`src/fpsc_pkg.sv`:
```
// Package of types and constants for the flow PID speed controller.
`default_nettype none

package fpsc_pkg;

  localparam int unsigned CfgIdxW = 3;
  localparam int unsigned CfgDataW = 16;

  localparam logic [CfgIdxW-1:0] CfgGainP      = 3'd0;
  localparam logic [CfgIdxW-1:0] CfgGainI      = 3'd1;
  localparam logic [CfgIdxW-1:0] CfgGainD      = 3'd2;
  localparam logic [CfgIdxW-1:0] CfgIntegMax   = 3'd3;
  localparam logic [CfgIdxW-1:0] CfgIntegMin   = 3'd4;
  localparam logic [CfgIdxW-1:0] CfgFlowCorr   = 3'd5;
  localparam logic [CfgIdxW-1:0] CfgSingleBelow = 3'd6;

  localparam logic signed [15:0] IntegMaxRst    = 16'sd100;
  localparam logic signed [15:0] IntegMinRst    = -16'sd100;
  localparam logic [9:0]         SingleBelowRst = 10'd400;

  typedef struct packed {
    logic [11:0] sensor_a_rate;
    logic [11:0] sensor_b_rate;
    logic [9:0]  target_speed;
    logic        at_max_limit;
    logic        at_min_limit;
  } fpsc_in_t;

  typedef struct packed {
    logic signed [31:0] drive;
    logic [15:0]        measured_speed;
    logic               single_pump;
  } fpsc_out_t;

  typedef struct packed {
    logic signed [15:0] gain_p;
    logic signed [15:0] gain_i;
    logic signed [15:0] gain_d;
    logic signed [15:0] integrator_max;
    logic signed [15:0] integrator_min;
    logic [15:0]        flow_correction;
    logic [9:0]         single_pump_below;
  } fpsc_cfg_t;

  typedef struct packed {
    logic [15:0] speed;
    logic [9:0]  target;
    logic        single;
    logic        lim_max;
    logic        lim_min;
  } fpsc_s1_t;

  typedef struct packed {
    logic signed [16:0] err;
    logic signed [15:0] integ;
    logic signed [16:0] dspeed;
    logic [15:0]        speed;
    logic               single;
    logic               lim_max;
    logic               lim_min;
  } fpsc_s2_t;

  typedef struct packed {
    logic signed [32:0] p_term;
    logic signed [31:0] i_term;
    logic signed [32:0] d_term;
    logic [15:0]        speed;
    logic               single;
    logic               lim_max;
    logic               lim_min;
  } fpsc_s3_t;

endpackage

`default_nettype wire

```
`src/fpsc_speed.sv`:
```
// First stage: sensor rate combination, flow correction and speed saturation.
`default_nettype none

module fpsc_speed (
  input  wire logic               clk_i,
  input  wire logic               rst_ni,
  input  wire fpsc_pkg::fpsc_cfg_t cfg_i,
  input  wire logic               valid_i,
  output logic                    ready_o,
  input  wire fpsc_pkg::fpsc_in_t data_i,
  output logic                    valid_o,
  input  wire logic               ready_i,
  output fpsc_pkg::fpsc_s1_t      data_o
);
  import fpsc_pkg::*;

  logic        valid_q, valid_d;
  fpsc_s1_t    data_q, data_d;
  logic        single;
  logic [12:0] rate;
  logic [28:0] prod;
  logic [27:0] half;
  logic        load;

  assign ready_o = !valid_q || ready_i;
  assign load    = valid_i && ready_o;

  always_comb begin
    single = data_i.target_speed < cfg_i.single_pump_below;
    if (single) begin
      if (data_i.sensor_a_rate >= data_i.sensor_b_rate) begin
        rate = {1'b0, data_i.sensor_a_rate - data_i.sensor_b_rate};
      end else begin
        rate = {1'b0, data_i.sensor_b_rate - data_i.sensor_a_rate};
      end
    end else begin
      rate = {1'b0, data_i.sensor_a_rate} + {1'b0, data_i.sensor_b_rate};
    end
    prod = 29'(rate) * 29'(cfg_i.flow_correction);
    half = prod[28:1];
    data_d.speed   = (|half[27:16]) ? 16'hFFFF : half[15:0];
    data_d.target  = data_i.target_speed;
    data_d.single  = single;
    data_d.lim_max = data_i.at_max_limit;
    data_d.lim_min = data_i.at_min_limit;
  end

  assign valid_d = ready_o ? valid_i : valid_q;

  always_ff @(posedge clk_i or negedge rst_ni) begin
    if (!rst_ni) begin
      valid_q <= 1'b0;
    end else begin
      valid_q <= valid_d;
    end
  end

  always_ff @(posedge clk_i) begin
    if (load) begin
      data_q <= data_d;
    end
  end

  assign valid_o = valid_q;
  assign data_o  = data_q;

endmodule

`default_nettype wire

```
`src/fpsc_integ.sv`:
```
// Second stage: error, clamped integrator and speed difference state.
`default_nettype none

module fpsc_integ (
  input  wire logic                clk_i,
  input  wire logic                rst_ni,
  input  wire fpsc_pkg::fpsc_cfg_t cfg_i,
  input  wire logic                valid_i,
  output logic                     ready_o,
  input  wire fpsc_pkg::fpsc_s1_t  data_i,
  output logic                     valid_o,
  input  wire logic                ready_i,
  output fpsc_pkg::fpsc_s2_t       data_o
);
  import fpsc_pkg::*;

  logic               valid_q, valid_d;
  fpsc_s2_t           data_q, data_d;
  logic signed [15:0] integ_q, integ_d;
  logic [15:0]        prev_q;
  logic signed [16:0] err;
  logic signed [17:0] acc;
  logic signed [17:0] max_ext, min_ext;
  logic               load;

  assign ready_o = !valid_q || ready_i;
  assign load    = valid_i && ready_o;

  always_comb begin
    err     = $signed({7'b0, data_i.target}) - $signed({1'b0, data_i.speed});
    acc     = 18'(integ_q) + 18'(err);
    max_ext = 18'(cfg_i.integrator_max);
    min_ext = 18'(cfg_i.integrator_min);
    if (acc > max_ext) begin
      integ_d = cfg_i.integrator_max;
    end else if (acc < min_ext) begin
      integ_d = cfg_i.integrator_min;
    end else begin
      integ_d = acc[15:0];
    end
    data_d.err     = err;
    data_d.integ   = integ_d;
    data_d.dspeed  = $signed({1'b0, data_i.speed}) - $signed({1'b0, prev_q});
    data_d.speed   = data_i.speed;
    data_d.single  = data_i.single;
    data_d.lim_max = data_i.lim_max;
    data_d.lim_min = data_i.lim_min;
  end

  assign valid_d = ready_o ? valid_i : valid_q;

  always_ff @(posedge clk_i or negedge rst_ni) begin
    if (!rst_ni) begin
      valid_q <= 1'b0;
      integ_q <= '0;
      prev_q  <= '0;
    end else begin
      valid_q <= valid_d;
      if (load) begin
        integ_q <= integ_d;
        prev_q  <= data_i.speed;
      end
    end
  end

  always_ff @(posedge clk_i) begin
    if (load) begin
      data_q <= data_d;
    end
  end

  assign valid_o = valid_q;
  assign data_o  = data_q;

endmodule

`default_nettype wire

```
`src/fpsc_mult.sv`:
```
// Third stage: the three gain products.
`default_nettype none

module fpsc_mult (
  input  wire logic                clk_i,
  input  wire logic                rst_ni,
  input  wire fpsc_pkg::fpsc_cfg_t cfg_i,
  input  wire logic                valid_i,
  output logic                     ready_o,
  input  wire fpsc_pkg::fpsc_s2_t  data_i,
  output logic                     valid_o,
  input  wire logic                ready_i,
  output fpsc_pkg::fpsc_s3_t       data_o
);
  import fpsc_pkg::*;

  logic     valid_q, valid_d;
  fpsc_s3_t data_q, data_d;
  logic     load;

  assign ready_o = !valid_q || ready_i;
  assign load    = valid_i && ready_o;

  always_comb begin
    data_d.p_term  = 33'(cfg_i.gain_p) * 33'(data_i.err);
    data_d.i_term  = 32'(cfg_i.gain_i) * 32'(data_i.integ);
    data_d.d_term  = 33'(cfg_i.gain_d) * 33'(data_i.dspeed);
    data_d.speed   = data_i.speed;
    data_d.single  = data_i.single;
    data_d.lim_max = data_i.lim_max;
    data_d.lim_min = data_i.lim_min;
  end

  assign valid_d = ready_o ? valid_i : valid_q;

  always_ff @(posedge clk_i or negedge rst_ni) begin
    if (!rst_ni) begin
      valid_q <= 1'b0;
    end else begin
      valid_q <= valid_d;
    end
  end

  always_ff @(posedge clk_i) begin
    if (load) begin
      data_q <= data_d;
    end
  end

  assign valid_o = valid_q;
  assign data_o  = data_q;

endmodule

`default_nettype wire

```
`src/fpsc_drive.sv`:
```
// Fourth stage: PID sum, 32-bit saturation, limit-switch gating and result register.
`default_nettype none

module fpsc_drive (
  input  wire logic               clk_i,
  input  wire logic               rst_ni,
  input  wire logic               valid_i,
  output logic                    ready_o,
  input  wire fpsc_pkg::fpsc_s3_t data_i,
  output logic                    valid_o,
  input  wire logic               ready_i,
  output fpsc_pkg::fpsc_out_t     data_o
);
  import fpsc_pkg::*;

  logic               valid_q, valid_d;
  fpsc_out_t          data_q, data_d;
  logic signed [34:0] sum;
  logic signed [31:0] sat;
  logic               load;

  assign ready_o = !valid_q || ready_i;
  assign load    = valid_i && ready_o;

  always_comb begin
    sum = 35'(data_i.p_term) + 35'(data_i.i_term) - 35'(data_i.d_term);
    if (sum[34:31] == 4'b0000 || sum[34:31] == 4'b1111) begin
      sat = sum[31:0];
    end else if (sum[34]) begin
      sat = {1'b1, 31'b0};
    end else begin
      sat = {1'b0, {31{1'b1}}};
    end
    data_d.drive = sat;
    if (!sat[31] && (sat != '0) && data_i.lim_max) begin
      data_d.drive = '0;
    end
    if (sat[31] && data_i.lim_min) begin
      data_d.drive = '0;
    end
    data_d.measured_speed = data_i.speed;
    data_d.single_pump    = data_i.single;
  end

  assign valid_d = ready_o ? valid_i : valid_q;

  always_ff @(posedge clk_i or negedge rst_ni) begin
    if (!rst_ni) begin
      valid_q <= 1'b0;
    end else begin
      valid_q <= valid_d;
    end
  end

  always_ff @(posedge clk_i) begin
    if (load) begin
      data_q <= data_d;
    end
  end

  assign valid_o = valid_q;
  assign data_o  = data_q;

endmodule

`default_nettype wire

```
`src/flow_pid_speed_controller_core.sv`:
```
// Top level of the flow PID speed controller: configuration registers and the four-stage pipeline.

// The controller accepts one control tick per clock cycle unless back-pressure stalls it, and
// returns its result through the registered stages of speed measurement, integrator update,
// gain products and saturated sum with limit gating. The integrator and the previous speed
// are updated in the second stage, so consecutive ticks follow without gaps. Each stage
// holds its transaction while the stage after it is full, so back-pressure on the result
// channel fills the pipeline before the input channel stalls. Configuration writes are
// always accepted and should only be made while no tick is in flight.
`default_nettype none

module flow_pid_speed_controller_core (
  input  wire logic                                clk_i,
  input  wire logic                                rst_ni,
  input  wire logic                                in_valid_i,
  output logic                                     in_ready_o,
  input  wire fpsc_pkg::fpsc_in_t                  in_data_i,
  output logic                                     out_valid_o,
  input  wire logic                                out_ready_i,
  output fpsc_pkg::fpsc_out_t                      out_data_o,
  input  wire logic                                cfg_valid_i,
  output logic                                     cfg_ready_o,
  input  wire logic [fpsc_pkg::CfgIdxW-1:0]        cfg_index_i,
  input  wire logic [fpsc_pkg::CfgDataW-1:0]       cfg_data_i
);
  import fpsc_pkg::*;

  fpsc_cfg_t cfg_q, cfg_d;
  logic      s1_valid, s1_ready;
  logic      s2_valid, s2_ready;
  logic      s3_valid, s3_ready;
  fpsc_s1_t  s1_data;
  fpsc_s2_t  s2_data;
  fpsc_s3_t  s3_data;

  assign cfg_ready_o = 1'b1;

  always_comb begin
    cfg_d = cfg_q;
    if (cfg_valid_i) begin
      case (cfg_index_i)
        CfgGainP:       cfg_d.gain_p            = cfg_data_i;
        CfgGainI:       cfg_d.gain_i            = cfg_data_i;
        CfgGainD:       cfg_d.gain_d            = cfg_data_i;
        CfgIntegMax:    cfg_d.integrator_max    = cfg_data_i;
        CfgIntegMin:    cfg_d.integrator_min    = cfg_data_i;
        CfgFlowCorr:    cfg_d.flow_correction   = cfg_data_i;
        CfgSingleBelow: cfg_d.single_pump_below = cfg_data_i[9:0];
        default:        cfg_d = cfg_q;
      endcase
    end
  end

  always_ff @(posedge clk_i or negedge rst_ni) begin
    if (!rst_ni) begin
      cfg_q.gain_p            <= '0;
      cfg_q.gain_i            <= '0;
      cfg_q.gain_d            <= '0;
      cfg_q.integrator_max    <= IntegMaxRst;
      cfg_q.integrator_min    <= IntegMinRst;
      cfg_q.flow_correction   <= '0;
      cfg_q.single_pump_below <= SingleBelowRst;
    end else begin
      cfg_q <= cfg_d;
    end
  end

  fpsc_speed u_speed (
    .clk_i   (clk_i),
    .rst_ni  (rst_ni),
    .cfg_i   (cfg_q),
    .valid_i (in_valid_i),
    .ready_o (in_ready_o),
    .data_i  (in_data_i),
    .valid_o (s1_valid),
    .ready_i (s1_ready),
    .data_o  (s1_data)
  );

  fpsc_integ u_integ (
    .clk_i   (clk_i),
    .rst_ni  (rst_ni),
    .cfg_i   (cfg_q),
    .valid_i (s1_valid),
    .ready_o (s1_ready),
    .data_i  (s1_data),
    .valid_o (s2_valid),
    .ready_i (s2_ready),
    .data_o  (s2_data)
  );

  fpsc_mult u_mult (
    .clk_i   (clk_i),
    .rst_ni  (rst_ni),
    .cfg_i   (cfg_q),
    .valid_i (s2_valid),
    .ready_o (s2_ready),
    .data_i  (s2_data),
    .valid_o (s3_valid),
    .ready_i (s3_ready),
    .data_o  (s3_data)
  );

  fpsc_drive u_drive (
    .clk_i   (clk_i),
    .rst_ni  (rst_ni),
    .valid_i (s3_valid),
    .ready_o (s3_ready),
    .data_i  (s3_data),
    .valid_o (out_valid_o),
    .ready_i (out_ready_i),
    .data_o  (out_data_o)
  );

  // An accepted tick always lands in the first stage.
  a_accept_lands: assert property (@(posedge clk_i) disable iff (!rst_ni)
    (in_valid_i && in_ready_o) |=> s1_valid)
    else $error("accepted tick did not reach the first stage");

  // A full pipeline with a stalled result must stall the input.
  a_full_stalls: assert property (@(posedge clk_i) disable iff (!rst_ni)
    (s1_valid && s2_valid && s3_valid && out_valid_o && !out_ready_i) |-> !in_ready_o)
    else $error("input accepted while pipeline full and stalled");

  // With no flow correction the measured speed is always zero.
  a_zero_corr: assert property (@(posedge clk_i) disable iff (!rst_ni)
    (out_valid_o && cfg_q.flow_correction == '0) |-> (out_data_o.measured_speed == '0))
    else $error("non-zero speed with zero flow correction");

endmodule

`default_nettype wire

```
`config.mk`:
```
export PLATFORM = sky130hd
export DESIGN_NAME = flow_pid_speed_controller_core
export DESIGN_NICKNAME = d
export VERILOG_FILES = /design/src/fpsc_pkg.sv /design/src/fpsc_speed.sv /design/src/fpsc_integ.sv /design/src/fpsc_mult.sv /design/src/fpsc_drive.sv /design/src/flow_pid_speed_controller_core.sv
export SDC_FILE = /design/constraint.sdc
export NUM_CORES = 2
export LEC_CHECK = 0
export BUFFER_PORTS_ARGS = -buffer_cell sky130_fd_sc_hd__clkbuf_2
export CAP_MARGIN = 20
export CORE_MARGIN = 2
export CORE_UTILIZATION = 45
export DETAILED_ROUTE_END_ITERATION = 10
export PLACE_DENSITY = 0.67
export SLEW_MARGIN = 20
export SYNTH_ARGS = -nofsm -noshare
export SYNTH_HDL_FRONTEND = slang
export SYNTH_HIERARCHICAL = 1
export SYNTH_SLANG_ARGS = --single-unit
```
`constraint.sdc`:
```
create_clock -name clk_i -period 10.05 [get_ports clk_i]
set_input_delay 3.015 -clock clk_i [delete_from_list [all_inputs] [get_ports clk_i]]
set_output_delay 3.015 -clock clk_i [all_outputs]
set_load 0.01 [all_outputs]
```
* Yosys cells after proc, flatten, opt, wreduce, memory -nomap -nowiden
Index checks and enable logic that the tools add are counted.
Cells by class: div/mod/pow operators 0, multiplexer cells 6, eq/ne operators 7, reductions and logical operators 29, shift-type cells 0, order comparisons 4, bitwise logic cells 0, multipliers 4, $add $sub $neg 8
Operators by type and width (number):
- 16-bit by 17-bit multiplier with 33-bit output | 2
- 32-bit two-way mux | 2
- 34-bit by 33-bit subtractor with 35-bit output | 1
- 33-bit by 32-bit adder with 34-bit output | 1
- 16-bit by 16-bit multiplier with 32-bit output | 1
- 16-bit two-way mux | 2
- 32-bit nonzero test | 1
- 13-bit by 16-bit multiplier with 29-bit output | 1
- 12-bit subtractor | 2
- 16-bit by 17-bit adder with 18-bit output | 1
- 18-bit by 16-bit > comparator with 1-bit output | 1
- 18-bit by 16-bit < comparator with 1-bit output | 1
- 10-bit by 16-bit subtractor with 17-bit output | 1
- 16-bit by 16-bit subtractor with 17-bit output | 1
- 2-bit AND reduction | 7
- 12-bit by 12-bit adder with 13-bit output | 1
- 13-bit two-way mux | 1
- 12-bit greater-or-equal comparator | 1
- 12-bit two-way mux | 1
- 12-bit OR reduction | 1
- 10-bit < comparator | 1
- 3-bit equality test (second input constant) | 3
- 1-bit logical AND | 7
- 3-bit by 2-bit equality test with 1-bit output (second input constant) | 2
- 7 further kinds | 15
Storage, ports and cells: latch bits 0, logic and storage cells 93, memories 0, memory bits (read-only) 0, output and inout port bits 52, input port bits 60, register bits 406, RAM bits 0

* Depth between registers and ports, before layout
depth in word-level cells 9, gate-level depth with buffers 34, mapped depth without buffers 31

* By module
Netlist, hierarchy kept.
Modules (own cells, without submodules):
- fpsc_mult | area each 33893.8 um^2, times used 1, cells an instance 3461
- fpsc_speed | area each 10605.2 um^2, times used 1, cells an instance 1249
- fpsc_integ | area each 6543.8 um^2, times used 1, cells an instance 622
- fpsc_drive | area each 5574.1 um^2, times used 1, cells an instance 660
- flow_pid_speed_controller_core | area each 4092.7 um^2, times used 1, cells an instance 232

* Least setup slack after synthesis
OpenSTA, ideal clock, no wires.
path type input-to-reg, start point in in_data_i[17] in the netlist's numbering, end point reg u_speed.data_q (netlist bit u_speed/data_o[24]), data pin, cell stages on the path 29, setup time 0.289 ns, path slack -0.498 ns, arrival time 10.260 ns, path buffers 3, path through inv_1 -> ha_1 -> buf_2 -> nand4_1 -> a311o_1 -> o211a_2 -> or3_4 -> a32o_2 -> a2111oi_4 -> or3_1 -> buf_4 -> a21boi_1 -> fa_1 -> inv_1 -> fa_1 -> fa_1 -> fa_1 -> fa_1 -> inv_1 -> ha_1 -> a21o_1 -> a211o_1 -> a21oi_1 -> a2bb2oi_1 -> o21ai_0 -> xnor2_1 -> a311oi_1 -> buf_2 -> o2111ai_1
On the way: cells in the longest elaborated chain, start to end 5, elaborated cells on any way between the ends 8, classes of those cells 3 x add/sub; 1 x mul; 1 x order compare; 2 x mux; 1 x reduce/logical
Ends and longest elaborated chain:
- start, declared | RTL line flow_pid_speed_controller_core.sv:17 | input wire fpsc_pkg::fpsc_in_t in_data_i,
- 12-bit subtractor (tied with other cells) | RTL line fpsc_speed.sv:34 | rate = {1'b0, data_i.sensor_b_rate - data_i.sensor_a_rate};
- 12-bit two-way mux | RTL line fpsc_speed.sv:31 | if (data_i.sensor_a_rate >= data_i.sensor_b_rate) begin
- 13-bit two-way mux * | RTL line fpsc_speed.sv:30 | if (single) begin
- 13-bit by 16-bit multiplier with 29-bit output * | RTL line fpsc_speed.sv:39 | prod = 29'(rate) * 29'(cfg_i.flow_correction);
- 12-bit OR reduction | RTL line fpsc_speed.sv:41 | data_d.speed = (|half[27:16]) ? 16'hFFFF : half[15:0];
- end signal, assigned | RTL line fpsc_speed.sv:60 | data_q <= data_d;
- end, declared | RTL line fpsc_speed.sv:18 | fpsc_s1_t data_q, data_d;
Mark *: on every way between the ends. The rest lies on a longest branch, timed or not. A chain may end at the register's enable or synchronous reset.

* Worst setup path after layout
start point in in_data_i[24] in the netlist's numbering, end point reg u_speed.data_q (netlist bit u_speed/data_o[24]), data pin
Same word-level chain as after synthesis.

==> summary.md <==
| Metric | Value |
|---|---|
| Final Wtd Congestion | `0.904` |
| Avg Vias per Cell | `between 5 and 6` |
| Max Slew Vio Count | `0` |
| DR top layer | `met5` |
| Root buffer cell | `clkbuf_16` |
| Pre-antenna DRT Iters | `7` |
| Status | `complete, no violations` |
| Hold WC Path Type | `reg2reg` |
| Syn Nets | `7773` |
| Clk_lat worst skew | `between 0.6 and 0.7 ns` |
| First-pass GRT wire length | `258000 um` |
| Dominant synthesized flop cell | `edfxtp_1` |
| DP HPWL | `around 130000 um` |
| Number of flops mapped to enable cells by yosys | `264` |
| Slowest-stage cell, CP | `fa_1` |
| R2r setup slk | `roughly 2.1 ns` |
| DRT antenna net count | `0` |
| Pin count of the biggest net entering global routing | `85` |
| Final setup violation count | `0` |
| Worst-margin pin slew | `1.15 ns` |
| Clk sinks | `approximately 410` |
| Initial antenna violation count | `8` |
| Setup crit end kind | `flop` |
| Full die area | `138000 um2` |
| Critical setup path kind | `in2reg` |
| Port Buffers | `110` |
| CTS Buf Count | `47` |
| Mapped Area | `approximately 61000 um2` |
| H-tree Lvls | `2` |
| Critical Path AT | `between 10 and 15 ns` |
| Synth warnings | `6` |
| CTS Buffer Depth | `3` |
| Post-Route M1 WL | `between 70000 and 80000 um` |
| Vias in the first global route | `roughly 46000` |
| Area Growth Syn to Fin | `9.50%` |
| FFs w/ async S/R, synth | `0.350` |
| DR WL met2 | `75700 um` |
| DRT Wirelength | `roughly 160000 um` |
| Total I/O pin count | `about 110` |
| Post-Place Worst Slack | `-0.584 ns` |
| DRC Markers | `0` |
| Final min period | `approximately 9.8 ns` |
| Fin. Hold Viols | `0` |
| Fin Hold WS | `0.419 ns` |
| Register area share after synthesis | `0.189` |
| Max-cap violation count | `0` |
| WP data required | `approximately 10 ns` |
| Drt wl/cell | `roughly 20 um` |
| Final period util | `0.976` |
| # rows | `134` |
| Worst-path maximum fanout | `8` |
| Final worst slack | `between 0.2 and 0.25 ns` |
| Via Count | `approximately 44000` |
| Worst clock skew | `between 0.02 and 0.025 ns` |
| Peak Freq | `about 100 MHz` |
| CTS tree | `yes` |
| Post-synth cell types | `104` |
| Avg Cell Area, Syn | `between 9 and 10 um2` |
| First DRT Iteration DRCs | `about 3200` |
| Slew headroom | `0.230` |
| Core Region | `~130000 um2` |
| Top cells by area, synth | `fa_1 (33%), edfxtp_1 (13%), ha_1 (9.9%)` |
| Layout cells sized above 1 | `0.112` |
| Hold buffers post-CTS | `0` |
| Cell taking the most area after synthesis | `fa_1` |
| Worst reg2reg path startpoint | `cfg_q[59]` |
| Starting Density | `0.454` |
| Flops & latches, synth | `about 410` |
| Crit start category | `primary input` |
| Overall die height | `about 370 um` |
| Worst Setup EP | `u_speed/data_o[24]` |
| Gr ovfl total | `0` |
| Synth top area share | `0.332` |
| CTS clk-pin slew, worst paths | `approximately 0.06 ns` |
| Worst r2r dst | `u_mult/data_o[51]` |
| Gate Count Post-Synth | `6224` |
| Worst Setup SP | `in_data_i[24]` |
| Global Route Usage Sum | `0.239` |
| Slowest stage delay, CP | `about 0.52 ns` |
| Cell count of the worst reg-to-reg path | `19` |
| Die Width | `371 um` |
| Metal3 WL | `about 11000 um` |
| CP most frequent cell | `fa_1` |
| Fin nets | `7925` |
-- cell type report --
type | count | area (um2)
Fill cell | 12300 | 67100
Inverter | 1330 | 5010
Sequential cell | 406 | 11500
Clock inverter | 33 | 414
Antenna cell | 4 | 10.0
Clock buffer | 52 | 1220
Tap cell | 1768 | 2210
Multi-Input combinational cell | 4264 | 43800
Timing Repair Buffer | 327 | 2350
-- logic make-up (layout without fill, tap and decap cells) --
kind of cell	after synthesis	count (layout)	share of synthesized area
muxes	156	156	0.0284
buffers and inverters	1554	1742	0.0988
AOI/OAI and AO/OA	781	781	0.0868
and+or+nand+nor	1646	1646	0.137
xor gates and xnor gates	191	191	0.0276
DFF	406	406	0.189
other	1	5	0.0000618
adders and majority gates	1489	1489	0.431
-- synth_stat cells, types with 15 or more instances --
cell         n
and2_1     482
a221oi_1    16
nor2_1     173
nand4_1     34
a21boi_0    16
inv_1     1329
nor3_1      45
o211ai_1    20
or3_1       16
nand2b_1    58
mux2i_1     24
o21bai_1    17
a31oi_1     15
fa_1      1007
xor2_1      54
a21oi_2     26
nand2_1    622
dfstp_2     18
clkbuf_1   174
o21a_1      30
nand3_1     67
edfxtp_1   264
dfrtp_1    124
a211oi_1    34
a21o_1      80
a311oi_1    15
xnor2_1    137
ha_1       482
buf_2       28
a21oi_1    189
mux2_2     130
nor2b_1     33
and3_1      35
o21ai_0    164
o21ai_1     17
nor4_1      20
-- cells in the final DEF (no fill, tap or decap), types with 158 or more instances in the layout --
cell and n:
a21oi_1 179, nor2_1 172, buf_4 202, inv_1 1319
o21ai_0 158, and2_1 478, edfxtp_1 264, nand2_1 621
ha_1 462, fa_1 1004
-- registers in the layout (all words and copies together), names as in the netlist --
register         cells
cfg_q              106
u_drive/data_o      49
u_drive/valid_o      1
u_integ/data_o      69
u_integ/integ_q     16
u_integ/prev_q      16
u_integ/valid_o      1
u_mult/data_o      117
u_mult/valid_o       1
u_speed/data_o      29
u_speed/valid_o      1
-- what timing repair did --
| action | CTS | global route |
|---|---|---|
| buffers inserted | 0 | 14 |
| gates resized for setup | 0 | 68 |
| setup endpoints to repair | 0 | 16 |
-- routing by layer --
layer  up-vias  GRT usage
li1      20000          -
met1     22300      0.326
met2      1461      0.390
met3       253     0.0447
met4         6     0.0652
met5         -          0
-- worst max-delay path: cells and delay by family --
family,cells,cell delay [ns]
AO/OA/AOI/OAI,8,1.84
adder cells (fa/ha/maj),8,3.13
AND/OR/NAND/NOR,7,1.41
buffers and inverters,7,0.74
-- metrics by stage --
stage / std cells / utilization / TNS, ns / instance area, um2
floorplan: 6224 / - / -0.222 / 61000
global placement: 8077 / 0.482 / -7.44 / 64300
detailed placement: 8078 / 0.482 / -9.08 / 64300
CTS: 8163 / 0.494 / 0 / 66000
global route: 8181 / 0.497 / -0.407 / 66500
finish: 8184 / 0.498 / 0 / 66500
-- how the worst min path moves through the flow --
stage | cells past startpoint | start | to | slack [ns]
final | 0 | u_integ/data_o[15] | u_mult/data_o[15] | 0.42
after global routing | 0 | u_mult/data_o[12] | u_drive/data_o[10] | 0.42
after CTS | 0 | u_integ/data_o[13] | u_mult/data_o[13] | 0.42
after detailed placement | 0 | u_integ/data_o[15] | u_mult/data_o[15] | 0.41
after global placement | 0 | u_integ/data_o[18] | u_mult/data_o[18] | 0.40
after floorplan | 0 | u_mult/data_o[2] | u_drive/data_o[0] | 0.40
Power is not shown: default switching activity piles up to over one toggle a cycle in this logic, so the estimate is an artifact.
